[src/hdl/iee_pkg.sv]
`timescale 1ns / 1ps

package iee_pkg;

   // Pending operator codes
   typedef enum logic [1:0] {
      OP_ADD = 2'd0,
      OP_SUB = 2'd1,
      OP_MUL = 2'd2,
      OP_DIV = 2'd3
   } op_type;

   // ASCII codes of interest
   localparam logic [7:0] CHAR_ZERO  = 8'h30;
   localparam logic [7:0] CHAR_NINE  = 8'h39;
   localparam logic [7:0] CHAR_PLUS  = 8'h2B;
   localparam logic [7:0] CHAR_MINUS = 8'h2D;
   localparam logic [7:0] CHAR_STAR  = 8'h2A;
   localparam logic [7:0] CHAR_SLASH = 8'h2F;

   // Control into the multiply/divide unit
   typedef struct packed {
      logic start;
      logic div;
   } md_ctrl_type;

   // Status out of the multiply/divide unit
   typedef struct packed {
      logic busy;
      logic done;
   } md_stat_type;

endpackage

[src/hdl/iee_if.sv]
`timescale 1ns / 1ps

// Request channel: one character per request
interface iee_req_if;
   logic       valid;
   logic       ready;
   logic [7:0] ch;
   logic       last;

   modport source (output valid, output ch, output last, input ready);
   modport sink   (input valid, input ch, input last, output ready);
endinterface

// Response channel: one result per expression
interface iee_rsp_if;
   logic               valid;
   logic               ready;
   logic signed [31:0] value;
   logic               div_zero;

   modport source (output valid, output value, output div_zero, input ready);
   modport sink   (input valid, input value, input div_zero, output ready);
endinterface

[src/hdl/iee_muldiv.sv]
`timescale 1ns / 1ps

// Shared one-bit-per-cycle unit: shift-add multiply, restoring signed divide.
// Steps through the operand bits, then raises done for a single cycle with the result valid.
module iee_muldiv #(
   parameter int WORD_WIDTH = 32
) (
   input  logic                    clock,
   input  logic                    reset,
   input  iee_pkg::md_ctrl_type    ctrl,
   input  logic [WORD_WIDTH-1:0]   opnd_a,
   input  logic [WORD_WIDTH-1:0]   opnd_b,
   output iee_pkg::md_stat_type    stat,
   output logic [WORD_WIDTH-1:0]   result
);

   localparam int CW = $clog2(WORD_WIDTH);

   logic                  busy_ff, busy_in;
   logic                  fin_ff, fin_in;
   logic [CW-1:0]         cnt_ff, cnt_in;
   logic                  div_ff, div_in;
   logic                  neg_ff, neg_in;
   logic [WORD_WIDTH-1:0] acc_ff, acc_in;   // product / remainder
   logic [WORD_WIDTH-1:0] opa_ff, opa_in;   // multiplicand / divisor
   logic [WORD_WIDTH-1:0] opb_ff, opb_in;   // multiplier / dividend-quotient

   logic                  a_neg, b_neg;
   logic [WORD_WIDTH-1:0] mag_a, mag_b;
   logic [WORD_WIDTH:0]   add_x, add_y, add_sum;
   logic                  ge;

   // Operand magnitudes for the divide
   assign a_neg = opnd_a[WORD_WIDTH-1];
   assign b_neg = opnd_b[WORD_WIDTH-1];
   assign mag_a = a_neg ? ('0 - opnd_a) : opnd_a;
   assign mag_b = b_neg ? ('0 - opnd_b) : opnd_b;

   // The one shared adder: add for multiply, trial subtract for divide
   assign add_x   = div_ff ? {acc_ff, opb_ff[WORD_WIDTH-1]} : {1'b0, acc_ff};
   assign add_y   = {1'b0, opa_ff};
   assign add_sum = add_x + (div_ff ? ~add_y : add_y) + (WORD_WIDTH+1)'(div_ff);
   assign ge      = ~add_sum[WORD_WIDTH];

   // Step sequencing
   always_comb begin
      busy_in = busy_ff;
      fin_in  = 1'b0;
      cnt_in  = cnt_ff;
      div_in  = div_ff;
      neg_in  = neg_ff;
      acc_in  = acc_ff;
      opa_in  = opa_ff;
      opb_in  = opb_ff;
      if (ctrl.start) begin
         busy_in = 1'b1;
         cnt_in  = '0;
         div_in  = ctrl.div;
         neg_in  = ctrl.div & (a_neg ^ b_neg);
         acc_in  = '0;
         opa_in  = ctrl.div ? mag_b : opnd_a;
         opb_in  = ctrl.div ? mag_a : opnd_b;
      end else if (busy_ff) begin
         if (div_ff) begin
            acc_in = ge ? add_sum[WORD_WIDTH-1:0] : add_x[WORD_WIDTH-1:0];
            opb_in = {opb_ff[WORD_WIDTH-2:0], ge};
         end else begin
            if (opb_ff[0]) begin
               acc_in = add_sum[WORD_WIDTH-1:0];
            end
            opa_in = opa_ff << 1;
            opb_in = opb_ff >> 1;
         end
         cnt_in = cnt_ff + CW'(1);
         if (cnt_ff == CW'(WORD_WIDTH-1)) begin
            busy_in = 1'b0;
            fin_in  = 1'b1;
         end
      end
   end

   always_ff @(posedge clock) begin
      if (reset) begin
         busy_ff <= 1'b0;
         fin_ff  <= 1'b0;
         cnt_ff  <= '0;
         div_ff  <= 1'b0;
         neg_ff  <= 1'b0;
      end else begin
         busy_ff <= busy_in;
         fin_ff  <= fin_in;
         cnt_ff  <= cnt_in;
         div_ff  <= div_in;
         neg_ff  <= neg_in;
      end
      acc_ff <= acc_in;
      opa_ff <= opa_in;
      opb_ff <= opb_in;
   end

   // Result, with quotient sign fix-up
   assign result    = div_ff ? (neg_ff ? ('0 - opb_ff) : opb_ff) : acc_ff;
   assign stat.busy = busy_ff;
   assign stat.done = fin_ff;

   // Checks
   a_div_nonzero: assert property (@(posedge clock) disable iff (reset)
      busy_ff && div_ff |-> opa_ff != '0)
      else $error("divide running with zero divisor");

   a_fin_after_busy: assert property (@(posedge clock) disable iff (reset)
      fin_ff |-> $past(busy_ff))
      else $error("done without a preceding step cycle");

   a_phase_excl: assert property (@(posedge clock) disable iff (reset)
      !(busy_ff && fin_ff))
      else $error("unit busy and done at once");

endmodule

[src/hdl/infix_expression_evaluator.sv]
`timescale 1ns / 1ps

// Infix expression evaluator (+ - * / with usual precedence).
// req_if carries one ASCII character per request, with last set on the final
// character of an expression. Digits build a number, operators apply the
// pending operator, everything else is skipped. After the final character one
// response goes out on rsp_if: the signed 32-bit result and a flag telling
// whether any division by zero occurred (that term is then left unchanged).
// Sequencing: a digit or skipped character is taken in ST_IDLE. An operator
// or final character applies the pending operator in ST_APPLY: + and -, and a
// division by zero, are done there; * and / go on in ST_MULDIV, waiting for the
// shared multiply/divide unit, which handles one bit per cycle. A final
// character then passes through ST_FINISH to load the response register.
// req_if.ready is high only while the sequencer is idle.
// The response sits in an output register; while it is not taken, further
// characters of the next expression are still accepted, and only the next
// final character waits for the register to free up.
// Reset (synchronous) clears the expression state and drops any response.
module infix_expression_evaluator #(
   parameter int WORD_WIDTH = 32
) (
   input logic      clock,
   input logic      reset,
   iee_req_if.sink  req_if,
   iee_rsp_if.source rsp_if
);

   typedef enum logic [3:0] {
      ST_IDLE   = 4'b0001,
      ST_APPLY  = 4'b0010,
      ST_MULDIV = 4'b0100,
      ST_FINISH = 4'b1000
   } state_type;

   state_type             state_ff, state_in;
   logic [WORD_WIDTH-1:0] number_ff, number_in;
   logic [WORD_WIDTH-1:0] sum_ff, sum_in;
   logic [WORD_WIDTH-1:0] term_ff, term_in;
   iee_pkg::op_type       pend_ff, pend_in;
   iee_pkg::op_type       nextop_ff, nextop_in;
   logic                  nextop_vld_ff, nextop_vld_in;
   logic                  fin_ff, fin_in;
   logic                  error_ff, error_in;
   logic                  rsp_valid_ff, rsp_valid_in;
   logic [31:0]           rsp_value_ff, rsp_value_in;
   logic                  rsp_dz_ff, rsp_dz_in;

   logic                  accept;
   logic                  is_digit, is_op;
   logic [3:0]            digit_raw;
   iee_pkg::op_type       op_dec;
   logic [WORD_WIDTH+31:0] total_ext;

   iee_pkg::md_ctrl_type  md_ctrl;
   iee_pkg::md_stat_type  md_stat;
   logic [WORD_WIDTH-1:0] md_result;

   // Character decode
   assign accept    = req_if.valid && req_if.ready;
   assign is_digit  = (req_if.ch >= iee_pkg::CHAR_ZERO) && (req_if.ch <= iee_pkg::CHAR_NINE);
   assign is_op     = (req_if.ch == iee_pkg::CHAR_PLUS) || (req_if.ch == iee_pkg::CHAR_MINUS)
                   || (req_if.ch == iee_pkg::CHAR_STAR) || (req_if.ch == iee_pkg::CHAR_SLASH);
   // low nibble of '0'..'9' is the digit value
   assign digit_raw = req_if.ch[3:0];

   always_comb begin
      case (req_if.ch)
         iee_pkg::CHAR_MINUS: op_dec = iee_pkg::OP_SUB;
         iee_pkg::CHAR_STAR:  op_dec = iee_pkg::OP_MUL;
         iee_pkg::CHAR_SLASH: op_dec = iee_pkg::OP_DIV;
         default:             op_dec = iee_pkg::OP_ADD;
      endcase
   end

   // Final value, truncated or zero-extended to 32 bits
   assign total_ext = {32'b0, sum_ff + term_ff};

   // Sequencer
   always_comb begin
      state_in      = state_ff;
      number_in     = number_ff;
      sum_in        = sum_ff;
      term_in       = term_ff;
      pend_in       = pend_ff;
      nextop_in     = nextop_ff;
      nextop_vld_in = nextop_vld_ff;
      fin_in        = fin_ff;
      error_in      = error_ff;
      rsp_valid_in  = rsp_valid_ff;
      rsp_value_in  = rsp_value_ff;
      rsp_dz_in     = rsp_dz_ff;
      md_ctrl.start = 1'b0;
      md_ctrl.div   = 1'b0;

      if (rsp_valid_ff && rsp_if.ready) begin
         rsp_valid_in = 1'b0;
      end

      case (state_ff)
         ST_IDLE: begin
            if (accept) begin
               if (is_digit) begin
                  // number * 10 + digit
                  number_in = (number_ff << 3) + (number_ff << 1)
                            + WORD_WIDTH'(digit_raw);
               end
               if (is_op || req_if.last) begin
                  nextop_in     = op_dec;
                  nextop_vld_in = is_op;
                  fin_in        = req_if.last;
                  state_in      = ST_APPLY;
               end
            end
         end
         ST_APPLY: begin
            state_in = fin_ff ? ST_FINISH : ST_IDLE;
            case (pend_ff)
               iee_pkg::OP_ADD: begin
                  sum_in  = sum_ff + term_ff;
                  term_in = number_ff;
               end
               iee_pkg::OP_SUB: begin
                  sum_in  = sum_ff + term_ff;
                  term_in = '0 - number_ff;
               end
               iee_pkg::OP_MUL: begin
                  md_ctrl.start = 1'b1;
                  state_in      = ST_MULDIV;
               end
               default: begin
                  if (number_ff == '0) begin
                     error_in = 1'b1;
                  end else begin
                     md_ctrl.start = 1'b1;
                     md_ctrl.div   = 1'b1;
                     state_in      = ST_MULDIV;
                  end
               end
            endcase
            number_in = '0;
            if (nextop_vld_ff) begin
               pend_in = nextop_ff;
            end
         end
         ST_MULDIV: begin
            if (md_stat.done) begin
               term_in  = md_result;
               state_in = fin_ff ? ST_FINISH : ST_IDLE;
            end
         end
         ST_FINISH: begin
            if (!rsp_valid_ff || rsp_if.ready) begin
               rsp_valid_in = 1'b1;
               rsp_value_in = total_ext[31:0];
               rsp_dz_in    = error_ff;
               number_in    = '0;
               sum_in       = '0;
               term_in      = '0;
               pend_in      = iee_pkg::OP_ADD;
               error_in     = 1'b0;
               fin_in       = 1'b0;
               state_in     = ST_IDLE;
            end
         end
         default: begin
            state_in = ST_IDLE;
         end
      endcase
   end

   always_ff @(posedge clock) begin
      if (reset) begin
         state_ff      <= ST_IDLE;
         number_ff     <= '0;
         sum_ff        <= '0;
         term_ff       <= '0;
         pend_ff       <= iee_pkg::OP_ADD;
         nextop_vld_ff <= 1'b0;
         fin_ff        <= 1'b0;
         error_ff      <= 1'b0;
         rsp_valid_ff  <= 1'b0;
      end else begin
         state_ff      <= state_in;
         number_ff     <= number_in;
         sum_ff        <= sum_in;
         term_ff       <= term_in;
         pend_ff       <= pend_in;
         nextop_vld_ff <= nextop_vld_in;
         fin_ff        <= fin_in;
         error_ff      <= error_in;
         rsp_valid_ff  <= rsp_valid_in;
      end
      nextop_ff    <= nextop_in;
      rsp_value_ff <= rsp_value_in;
      rsp_dz_ff    <= rsp_dz_in;
   end

   // Shared multiply/divide unit: open term op current number
   iee_muldiv #(
      .WORD_WIDTH (WORD_WIDTH)
   ) u_muldiv (
      .clock  (clock),
      .reset  (reset),
      .ctrl   (md_ctrl),
      .opnd_a (term_ff),
      .opnd_b (number_ff),
      .stat   (md_stat),
      .result (md_result)
   );

   // Ports
   assign req_if.ready    = (state_ff == ST_IDLE);
   assign rsp_if.valid    = rsp_valid_ff;
   assign rsp_if.value    = rsp_value_ff;
   assign rsp_if.div_zero = rsp_dz_ff;

   // Checks
   a_rsp_from_finish: assert property (@(posedge clock) disable iff (reset)
      $rose(rsp_valid_ff) |-> $past(state_ff == ST_FINISH))
      else $error("response raised outside finish");

   a_start_unit_free: assert property (@(posedge clock) disable iff (reset)
      md_ctrl.start |-> !md_stat.busy && !md_stat.done)
      else $error("unit started while in use");

   a_done_in_wait: assert property (@(posedge clock) disable iff (reset)
      md_stat.done |-> state_ff == ST_MULDIV)
      else $error("unit result arrived outside wait state");

   a_divzero_flag: assert property (@(posedge clock) disable iff (reset)
      state_ff == ST_APPLY && pend_ff == iee_pkg::OP_DIV && number_ff == '0
      |=> error_ff)
      else $error("division by zero not flagged");

endmodule

[src/flat_wrapper.sv]
// flat-port wrapper written by rule: the top's interface ports become plain ports
module infix_expression_evaluator_flat 
#(
   parameter int WORD_WIDTH = 32
)
  (clock, reset, req_if_valid, req_if_ch, req_if_last, req_if_ready, rsp_if_valid, rsp_if_value, rsp_if_div_zero, rsp_if_ready);
  iee_req_if req_if_i ();
  iee_rsp_if rsp_if_i ();
  input logic clock;
  input logic reset;
  input wire logic [$bits(req_if_i.valid)-1:0] req_if_valid;
  input wire logic [$bits(req_if_i.ch)-1:0] req_if_ch;
  input wire logic [$bits(req_if_i.last)-1:0] req_if_last;
  output wire logic [$bits(req_if_i.ready)-1:0] req_if_ready;
  output wire logic [$bits(rsp_if_i.valid)-1:0] rsp_if_valid;
  output wire logic [$bits(rsp_if_i.value)-1:0] rsp_if_value;
  output wire logic [$bits(rsp_if_i.div_zero)-1:0] rsp_if_div_zero;
  input wire logic [$bits(rsp_if_i.ready)-1:0] rsp_if_ready;
  assign req_if_i.valid = req_if_valid;
  assign req_if_i.ch = req_if_ch;
  assign req_if_i.last = req_if_last;
  assign req_if_ready = req_if_i.ready;
  assign rsp_if_valid = rsp_if_i.valid;
  assign rsp_if_value = rsp_if_i.value;
  assign rsp_if_div_zero = rsp_if_i.div_zero;
  assign rsp_if_i.ready = rsp_if_ready;
  infix_expression_evaluator #(.WORD_WIDTH(WORD_WIDTH)) u_core (.clock(clock), .reset(reset), .req_if(req_if_i), .rsp_if(rsp_if_i));
endmodule
[config.mk]
export PLATFORM = sky130hd
export DESIGN_NAME = infix_expression_evaluator_flat
export DESIGN_NICKNAME = d
export VERILOG_FILES = /design/src/hdl/iee_pkg.sv /design/src/hdl/iee_if.sv /design/src/hdl/iee_muldiv.sv /design/src/hdl/infix_expression_evaluator.sv /design/src/flat_wrapper.sv
export SDC_FILE = /design/constraint.sdc
export NUM_CORES = 1
export LEC_CHECK = 0
export ABC_AREA = 1
export BUFFER_PORTS_ARGS = -buffer_cell sky130_fd_sc_hd__buf_4
export CAP_MARGIN = 20
export CORE_MARGIN = 4
export CORE_UTILIZATION = 40
export CTS_CLUSTER_DIAMETER = 50
export CTS_CLUSTER_SIZE = 30
export DETAILED_ROUTE_END_ITERATION = 10
export PLACE_DENSITY = 0.6
export SYNTH_ARGS = -nofsm -noshare
export SYNTH_HDL_FRONTEND = slang
export SYNTH_SLANG_ARGS = --single-unit
[constraint.sdc]
create_clock -name clock -period 4.3 [get_ports clock]
set_input_delay 0.215 -clock clock [delete_from_list [all_inputs] [get_ports clock]]
set_output_delay 0.215 -clock clock [all_outputs]
set_load 0.02 [all_outputs]
Yosys cells after proc, flatten, opt, wreduce, memory -nomap -nowiden:

Cells that the tools add are included.

* reductions and logical operators: 32
* $lt $le $gt $ge: 2
* bitwise logic cells: 5
* add/sub/neg operators: 9
* multiplexer cells: 56
* eq/ne operators: 22

Operator list (count)
* 2-to-1 mux 32 bit: 20
* case mux 32 bit (3 select lines): 2
* case mux 32 bit (2 select lines): 2
* subtractor 1 x 32 -> 32 bit (first input constant): 3
* 2-to-1 mux 33 bit: 2
* adder 32 bit: 2
* adder 33 x 1 -> 33 bit: 1
* adder 33 bit: 1
* inverter 32 -> 33 bit: 1
* adder 32 x 4 -> 32 bit: 1
* == test 8 x 6 -> 1 bit (second input constant): 4
* zero test 32 bit: 1
* 2-to-1 mux 4 bit: 6
* AND reduction 4 bit: 5
* case mux 4 bit (4 select lines): 1
* 2-to-1 mux 1 bit: 13
* inequality test 2 bit (second input constant): 6
* AND reduction 3 bit: 3
* >= comparator 8 x 6 -> 1 bit (second input constant): 1
* less-or-equal comparator 8 x 6 -> 1 bit (second input constant): 1
* 2-to-1 mux 2 bit: 4
* inequality test 2 x 1 -> 1 bit (second input constant): 4
* case mux 4 bit (2 select lines): 1
* nonzero test 2 bit: 4
* 23 further kinds: 37

* bits of input ports: 13
* output and inout port bits: 35
* bits in registers: 246
* logic and storage cells: 146

Depth between registers and ports, before layout:

Gate-level depths: netlist of run 1.

* depth in word-level cells: 8
* gate-level depth with buffers: 22
* depth with buffers taken out: 19

By module:

Synthesis of run 1 repeated with hierarchy kept, for this count alone.

* cell total of the unflattened synthesis: 3612
* area total of the unflattened synthesis: 22302.6 sq um

By module, submodules not included
* infix_expression_evaluator: seq. area each 3173.0 sq um, cells an instance 1807, instances 1, area each 11299.6 sq um
* iee_muldiv: seq. area each 2742.6 sq um, cells an instance 1805, instances 1, area each 11003.1 sq um

Least setup slack after synthesis of run 1:

Ideal clock, no wire load.

* path kind: reg-to-reg
* start: register u_core.u_muldiv.div_ff
* end: register u_core.u_muldiv.opa_ff[0], enable pin
* arrival time: 3297 ps
* data required time: 3834 ps
* cell stages (with the launch flop): 6
* period minus slack after synthesis: 3762 ps
* slack: 538 ps
* buffers on the path: 4
* setup time: 466 ps
* path through: dfxtp_1 -> buf_2 -> buf_2 -> clkbuf_1 -> buf_1 -> o21ai_0

* cells in the longest elaborated chain, start to end: 2

RTL lines
* start: declaration: RTL line iee_muldiv.sv:22 `logic div_ff, div_in;`
* start signal: assignment: RTL line iee_muldiv.sv:93 `div_ff <= div_in;`
* inequality test 2 x 1 -> 1 bit (no source line)
* AND reduction 2 bit (no source line)
* end signal: assignment: RTL line iee_muldiv.sv:97 `opa_ff <= opa_in;`
* end: declaration: RTL line iee_muldiv.sv:25 `logic [WORD_WIDTH-1:0] opa_ff, opa_in;`

No other way between the ends.
A chain may end at the register's enable or synchronous reset.

Final worst setup path of run 1:

* start: register u_core.u_muldiv.div_ff
* end: register u_core.u_muldiv.opb_ff[0], data pin

* cells in the longest elaborated chain, start to end: 7
* elaborated cells between the ends (all ways): 8
* classes of those cells: add/sub (2); mux (5); bitwise (1)

RTL lines
* 2-to-1 mux 33 bit (on tied branches): RTL line iee_muldiv.sv:40, iee_muldiv.sv:42
* adder 33 bit: RTL line iee_muldiv.sv:42 `assign add_sum = add_x + (div_ff ? ~add_y : add_y) + (WORD_WIDTH+1)'(div_ff);`
* adder 33 x 1 -> 33 bit: RTL line iee_muldiv.sv:42
* inverter 1 bit: RTL line iee_muldiv.sv:43 `assign ge = ~add_sum[WORD_WIDTH];`
* 2-to-1 mux 32 bit *: RTL line iee_muldiv.sv:64 `if (div_ff) begin`
* 2-to-1 mux 32 bit *: RTL line iee_muldiv.sv:63 `end else if (busy_ff) begin`
* 2-to-1 mux 32 bit *: RTL line iee_muldiv.sv:55 `if (ctrl.start) begin`
* named net u_core.u_muldiv.opb_in[0]: RTL line iee_muldiv.sv:26 `logic [WORD_WIDTH-1:0] opb_ff, opb_in;`
* end signal: assignment: RTL line iee_muldiv.sv:98 `opb_ff <= opb_in;`
* end: declaration: RTL line iee_muldiv.sv:26

The timed path passes the listed nets; every way through them passes the cells marked *. The select of a mux whose other input is x is not followed.

==> results of run 1 <==
[power by group through the flow]
stage / Clock [mW] / Sequential [mW] / Combinational [mW]
after global routing: 3.73 / 2.62 / 1.70
after floorplan: 0 / 2.60 / 1.10
final: 3.56 / 2.61 / 1.52
after CTS: 3.64 / 2.61 / 1.51
after global placement: 0 / 2.66 / 1.49
after detailed placement: 0 / 2.66 / 1.49
[cell type report]
cell class	count	share of cell area, %
multi-input combinational	2477	56.2
sequential	246	25.6
clock buffer	47	4.94
inverter	295	4.79
tap	672	3.63
timing repair buffer	92	3.30
clock inverter	32	1.52
[per-stage QoR]
stage | hold WS [ns] | total power [mW] | cell area [µm²]
after floorplan | 0.359 | 3.71 | 20600
after global placement | 0.424 | 4.15 | 21600
after detailed placement | 0.438 | 4.15 | 21600
after CTS | 0.0126 | 7.75 | 23100
after global routing | 0.0425 | 8.05 | 23100
final | 0.0401 | 7.70 | 23100
[registers in the layout, summed over array words and instances, names as in the netlist, 2 cells and up]
signal / cells
u_core.u_muldiv.acc_ff: 32
u_core.state_ff: 4
u_core.pend_ff: 2
u_core.u_muldiv.opa_ff: 32
u_core.nextop_ff: 2
u_core.sum_ff: 32
u_core.term_ff: 32
u_core.number_ff: 32
u_core.rsp_if.value: 32
u_core.u_muldiv.cnt_ff: 5
u_core.u_muldiv.opb_ff: 32
[kinds of logic (layout without fill, tap and decap cells)]
logic type      after synthesis  in the layout  share of synthesized area [%]
compound gates              741            741                           19.7
flops                       246            246                           28.7
fa+ha+maj                   130            130                           8.04
buf+inv                     419            466                           8.27
simple gates               1481           1481                           30.0
xor+xnor                    125            125                           5.31
[metal layers]
layer  global-route usage, %  vias to the layer above
met2                    43.9                      824
met1                    36.7                    10100
met5                       0                        -
li1                        -                    10600
met3                    4.47                      146
met4                    6.55                        4
[how the worst min path moves through the flow]
| stage | to | cells past startpoint | slack [ns] | from |
|---|---|---|---|---|
| CTS | u_core.nextop_ff[0]$_DFFE_PP_ | 4 | 0.01 | req_if_ch[7] |
| global placement | u_core.rsp_if.div_zero$_DFFE_PP_ | 0 | 0.42 | u_core.error_ff$_SDFFE_PP0P_ |
| detailed placement | u_core.rsp_if.div_zero$_DFFE_PP_ | 0 | 0.44 | u_core.error_ff$_SDFFE_PP0P_ |
| global route | u_core.nextop_ff[1]$_DFFE_PP_ | 3 | 0.04 | req_if_ch[1] |
| finish | u_core.nextop_ff[0]$_DFFE_PP_ | 4 | 0.04 | req_if_ch[6] |
| floorplan | u_core.number_ff[0]$_SDFFE_PP0P_ | 2 | 0.36 | req_if_ch[0] |
[worst register-to-register path: stages (launching register included)]
cell     delay [ns]
dfxtp_4        0.69
inv_2          0.27
buf_4          0.28
nor2_1         0.11
nor2_1         0.05
ha_1           0.36
nand2_1        0.13
inv_1          0.05
a21oi_1        0.19
nand2_1        0.10
a21oi_1        0.28
nand3_2        0.17
nand3_4        0.11
buf_12         0.27
o21ai_0        0.17
o21ai_0        0.15
[placed cells by master, fill, tap and decap left out, types with 12 or more instances in the layout]
master	netlist	routed
nand2_1	768	768
nor2_1	377	374
a21oi_1	344	344
inv_1	271	271
o21ai_0	217	216
nand3_1	203	203
dfxtp_1	147	146
ha_1	126	126
xor2_1	109	109
edfxtp_1	99	99
buf_4	3	82
o211ai_1	53	53
clkbuf_16	0	45
nor3_1	37	37
o21ai_1	37	37
nand4_1	29	29
inv_2	23	23
a31oi_1	22	22
xnor2_1	16	16
o21a_1	12	12
or2_2	12	12
[timing repair]
action	in CTS	in global routing
hold endpoints to repair	7	0
endpoints found under the setup margin	0	0
hold buffers	6	0
==> summary.md, run 1 <==
| Metric | Value |
|---|---|
| Vias per cell | `5.62` |
| Reg clk slew, reported paths | `0.06 ns` |
| Post CTS Setup Buffer Count | `0` |
| Die area | `55200 µm²` |
| Static leakage | `10.3 nW` |
| Synth Flop Type | `dfxtp_1` |
| First-pass GRT wire length | `119000 µm` |
| Final nets | `3298` |
| Seq/Total Area, Yosys | `28.7%` |
| I/O pin count | `48` |
| Synth cell count leaders | `nand2_1 (768), nor2_1 (377), a21oi_1 (344), inv_1 (271), o21ai_0 (217)` |
| H-tree levels | `2` |
| CTS Root Cell | `clkbuf_16` |
| Avg Cell Area, Syn | `6.56 µm²` |
| Final std cells w/o fill | `3861` |
| Synth Register Bits | `246` |
| Core area | `50600 µm²` |
| YS warnings | `0` |
| Sw Ratio | `33.5%` |
| Clock buffer depth | `3` |
| Crit path buf inv count | `4` |
| Number of global-route vias before repair | `20200` |
| Final number of setup-violating endpoints | `0` |
| Initial Utilization | `40.8%` |
| Internal Pwr Total | `5.12 mW` |
| Area leader, netlist | `edfxtp_1` |
| Wire length on met1 | `34600 µm` |
| Residual DRC | `0` |
| Max transition margin | `29.2%` |
| Post-synth EDFFs | `99` |
| Fillers | `5288` |
| Clock power share | `46.3%` |
| Uppermost layer routed | `met5` |
| Hold Path Class | `in2reg` |
| Sequential Power Share | `33.9%` |
| Port-buffer cells | `47` |
| FMAX | `0.283 GHz` |
| Power per cell area | `333 nW/µm²` |
| Syn_nets | `3285` |
| CP Class | `reg2reg` |
| Area of the multi-input gates | `13000 µm²` |
| Post-CTS resize count | `0` |
| Ant diodes | `0` |
| Clock Sinks | `246` |
| Max_cap viols | `0` |
| Site row count | `82` |
| Util after Layout | `45.7%` |
| Run status | `finished, final reports clean` |
| Setup crit start | `u_core.u_muldiv.div_ff$_SDFFE_PP0P_` |
| Wire per inst | `19.9 µm` |
| Synth unique cells | `56` |
| Placed Cells | `3775` |
| Critical Path RT | `4.71 ns` |
| Routability cong. | `0.996` |
| Pin count of the biggest net entering global routing | `76` |
| Worst-path cell chain | `inv_2 > buf_4 > nor2_1 > nor2_1 > ha_1 > nand2_1 > inv_1 > a21oi_1 > nand2_1 > a21oi_1 > nand3_2 > nand3_4 > buf_12 > o21ai_0 > o21ai_0` |
| TritonCTS Buffers | `43` |
| FF-to-FF Start | `u_core.u_muldiv.div_ff$_SDFFE_PP0P_` |
| Sw power | `2.58 mW` |
| Synthesized instance count | `3142` |
| Die X | `235 µm` |
| R2R cell count | `15` |
| Initial DRT Pass Iterations | `8` |
| Die height | `235 µm` |
| Largest cells by area after synthesis | `edfxtp_1 (14%), dfxtp_1 (14%), nand2_1 (14%)` |
| Area Growth Syn to Fin | `12.2%` |
| Clock skew | `0.0263 ns` |
| Worst-path fanout max | `64` |
| Total track usage | `26.7%` |
| PnR worst setup slack | `0.762 ns` |
| CP delay by family, top | `buffers and inverters` |
| Setup crit start kind | `flop` |
| Worst setup EP type | `flop` |
| Post-route minimum period | `3.54 ns` |
| Initial antenna violation count | `2` |
| Final Hold Violating Endpoints | `0` |
| DP HPWL | `59000 µm` |
| CP peak stage delay | `0.69 ns` |
| Drt total wl | `76800 µm` |
| Sum Neg Setup Slack | `0 ns` |
| DRT iter0 DRCs | `2094` |
| Grt total ovfl | `0` |
| Metal3 WL | `5300 µm` |
| Yosys top cell area share | `14.4%` |
| DP Worst Slack | `0.787 ns` |
| RSZ-0062 raised after global routing | `false` |
| Final Max Slew Viols | `0` |
| Most frequent cell after synthesis | `nand2_1` |
| Worst reg2reg setup slack | `0.76 ns` |
| Period utilization | `82.3%` |
| FFs w/ async S/R, synth | `0%` |
| Length of routed met2 wiring | `34800 µm` |
| Critical Path AT | `3.95 ns` |
| Final ANT Viol Nets | `0` |
| Mapped cell area | `20600 µm²` |
| Maximum VDD drop | `0.000296 V` |
| Slew @ Worst Pin | `1.06 ns` |
| Via Count | `21700` |
| Crit-path slowest cell | `dfxtp_4` |
| TritonCTS clock tree | `built` |
| Worst path depth | `15` |
| Clock latency on the worst-skew pair | `0.58 ns` |
| Logic pwr share | `19.8%` |
| Worst setup endpoint | `u_core.u_muldiv.opb_ff[0]$_DFFE_PP_` |
| Reg area | `5920 µm²` |
| Share of post-route cells with drive strength above 1 | `7.28%` |
| R2R Path End | `u_core.u_muldiv.opb_ff[0]$_DFFE_PP_` |
Note: power is estimated with default switching activity, not from simulation.
==> run 2: changes to the inputs <==
- ABC_AREA: 1 -> 0
- clock period: 4.3 -> 3.5 ns (I/O delays scaled with it)
==> summary.md, run 2 <==
| Metric | Value |
|---|---|
| Run status | `finished, final reports clean` |
| Die X | `225 µm` |
| Worst-path cell chain | `clkbuf_16 > buf_4 > xor2_1 > ha_4 > and4_4 > nand4_1 > a2111oi_4 > o211ai_1 > a211o_1 > o211ai_4 > buf_6 > buf_12 > mux2i_2 > a21oi_1` |
| Die height | `225 µm` |
| Reg clk slew, reported paths | `0.06 ns` |
| Core area | `46700 µm²` |
| Synthesized instance count | `2270` |
| Sum Neg Setup Slack | `0 ns` |
| Worst setup EP type | `flop` |
| I/O pin count | `48` |
| Critical Path AT | `3.86 ns` |
| Hold Path Class | `in2reg` |
| Residual DRC | `0` |
| Final ANT Viol Nets | `0` |
| Site row count | `79` |
| RSZ-0062 raised after global routing | `true` |
| YS warnings | `0` |
| Maximum VDD drop | `0.000295 V` |
| Slew @ Worst Pin | `1.28 ns` |
| Area Growth Syn to Fin | `19.3%` |
| CTS Root Cell | `clkbuf_16` |
| Clock buffer depth | `3` |
| Crit-path slowest cell | `a2111oi_4` |
| Wire per inst | `20.6 µm` |
| Synth unique cells | `83` |
| Seq/Total Area, Yosys | `31.3%` |
| FFs w/ async S/R, synth | `0%` |
| Initial antenna violation count | `1` |
| Max transition margin | `13.9%` |
| Syn_nets | `2413` |
| CP delay by family, top | `compound AO/OA/AOI/OAI gates` |
| H-tree levels | `2` |
| Die area | `50700 µm²` |
| Commonest non-fill, non-tap cells in the layout | `a21oi_1 (233), nor2_1 (216), buf_4 (179)` |
| Most frequent cell after synthesis | `a21oi_1` |
| Total track usage | `23.3%` |
| Static leakage | `9.15 nW` |
| Grt total ovfl | `0` |
| TritonCTS clock tree | `built` |
| TritonCTS Buffers | `38` |
| Number of global-route vias before repair | `16700` |
| Commonest non-fill, non-tap cell in the layout | `a21oi_1` |
| Final Hold Violating Endpoints | `0` |
| Post-route minimum period | `3.46 ns` |
| Synth Flop Type | `dfxtp_1` |
| Critical Path RT | `3.90 ns` |
| Final Max Slew Viols | `0` |
| Final number of setup-violating endpoints | `0` |
| PnR worst setup slack | `0.0414 ns` |
| Largest cells by area after synthesis | `edfxtp_1 (16%), dfxtp_1 (16%), ha_1 (8.3%)` |
| Clock Sinks | `246` |
| Worst-path fanout max | `8` |
| Synth cell count leaders | `a21oi_1 (243), nor2_1 (219), o21ai_0 (182), nand2_1 (172), xor2_1 (150)` |
| Synth Register Bits | `246` |
| DP HPWL | `45800 µm` |
| Clock skew | `0.0293 ns` |
| Initial DRT Pass Iterations | `6` |
| Avg Cell Area, Syn | `8.32 µm²` |
| Post-synth EDFFs | `99` |
| Yosys top cell area share | `15.7%` |
| Period utilization | `98.8%` |
| Crit path buf inv count | `4` |
| Clock latency on the worst-skew pair | `0.57 ns` |
| CP peak stage delay | `0.47 ns` |
| Initial Utilization | `40.5%` |
| CP Class | `reg2reg` |
| DP Worst Slack | `0.0530 ns` |
| Max_cap viols | `0` |
| Via Count | `17800` |
| Power per cell area | `365 nW/µm²` |
| FMAX | `0.289 GHz` |
| Area leader, netlist | `edfxtp_1` |
| Share of post-route cells with drive strength above 1 | `15.9%` |
| Pin count of the biggest net entering global routing | `74` |
| Vias per cell | `5.92` |
| Routability cong. | `0.939` |
| Setup crit start kind | `flop` |
| Final nets | `2503` |
| Port-buffer cells | `47` |
| First-pass GRT wire length | `95000 µm` |
| Drt total wl | `61900 µm` |
| Mapped cell area | `18900 µm²` |
| DRT iter0 DRCs | `1645` |
==> run 2: changes by cell type after synthesis, moves of 66 or more <==
| cell | previous run | this run |
|---|---|---|
| clkbuf_1 | 58 | 124 |
| a21oi_1 | 344 | 243 |
| nor2_1 | 377 | 219 |
| nand2_1 | 768 | 172 |
| inv_1 | 271 | 29 |
| nand3_1 | 203 | 34 |
==> run 2: worst paths after layout <==
check                                                                to                                start  slack (ns)  cells past startpoint
worst max-delay path            u_core.u_muldiv.acc_ff[28]$_SDFFE_PP0P_  u_core.u_muldiv.div_ff$_SDFFE_PP0P_        0.04                     14
worst min-delay path                      u_core.nextop_ff[0]$_DFFE_PP_                         req_if_ch[2]        0.02                      3
worst max register to register  u_core.u_muldiv.acc_ff[28]$_SDFFE_PP0P_  u_core.u_muldiv.div_ff$_SDFFE_PP0P_        0.04                     14
worst min register to register         u_core.rsp_if.div_zero$_DFFE_PP_         u_core.error_ff$_SDFFE_PP0P_        0.47                      0
==> run 2: logic make-up (layout without fill, tap and decap cells) <==
logic type / after synthesis / after routing / synth area share, %
flops: 246 / 246 / 31.3
mux: 77 / 77 / 4.28
simple gates: 629 / 629 / 15.8
compound gates: 772 / 772 / 25.3
xor+xnor: 230 / 230 / 10.7
buf+inv: 186 / 306 / 3.88
fa+ha+maj: 130 / 130 / 8.77
other cells: 0 / 1 / 0
==> run 2: area by class of cell <==
| class | instances | area, µm² |
|---|---|---|
| flip-flops and latches | 246 | 5920 |
| inverters | 29 | 109 |
| repair buffers | 207 | 1830 |
| clock inverters | 29 | 284 |
| clock buffers | 41 | 993 |
| fillers | 4491 | 24100 |
| well taps | 607 | 759 |
| diodes | 1 | 2.50 |
| multi-input cells | 1838 | 12600 |
==> run 2: timing repair <==
action | 4_1_cts | 5_1_grt
setup endpoints to repair | 0 | 46
buffers inserted | 0 | 11
hold buffers | 7 | 0
resized for setup | 0 | 55
endpoints found under the hold margin | 9 | 0
==> run 2: worst register-to-register path: stages, from the launching register on <==
cell and delay, ns:
dfxtp_4 0.38, clkbuf_16 0.17, buf_4 0.14, xor2_1 0.18, ha_4 0.28, and4_4 0.22, nand4_1 0.22, a2111oi_4 0.48
o211ai_1 0.20, a211o_1 0.32, o211ai_4 0.09, buf_6 0.18, buf_12 0.15, mux2i_2 0.22, a21oi_1 0.08
==> run 2: routing by layer <==
metal	global-route usage, %	vias to the layer above	routed length [µm]
li1	-	8593	-
met1	33.9	8549	28800
met2	36.4	526	27500
met3	3.71	88	3950
met4	5.87	0	1720
met5	0	-	0
==> run 2: power by group <==
part           leakage [nW]  switching, mW  internal (mW)
clock                 0.628           1.60           2.21
combinational          6.42          0.697          0.542
sequential             2.10          0.138           3.04
==> run 2: metrics by stage <==
step	cell area [µm²]	utilization (%)	std cells	total power [mW]	hold WS (ns)
CTS	22000	47.1	2978	8.22	0.00499
global placement	20600	44.2	2900	4.34	0.443
detailed placement	20600	44.2	2901	4.36	0.437
finish	22500	48.3	2998	8.23	0.0213
global route	22500	48.3	2998	8.56	0.0506
floorplan	19100	-	2270	3.98	0.338
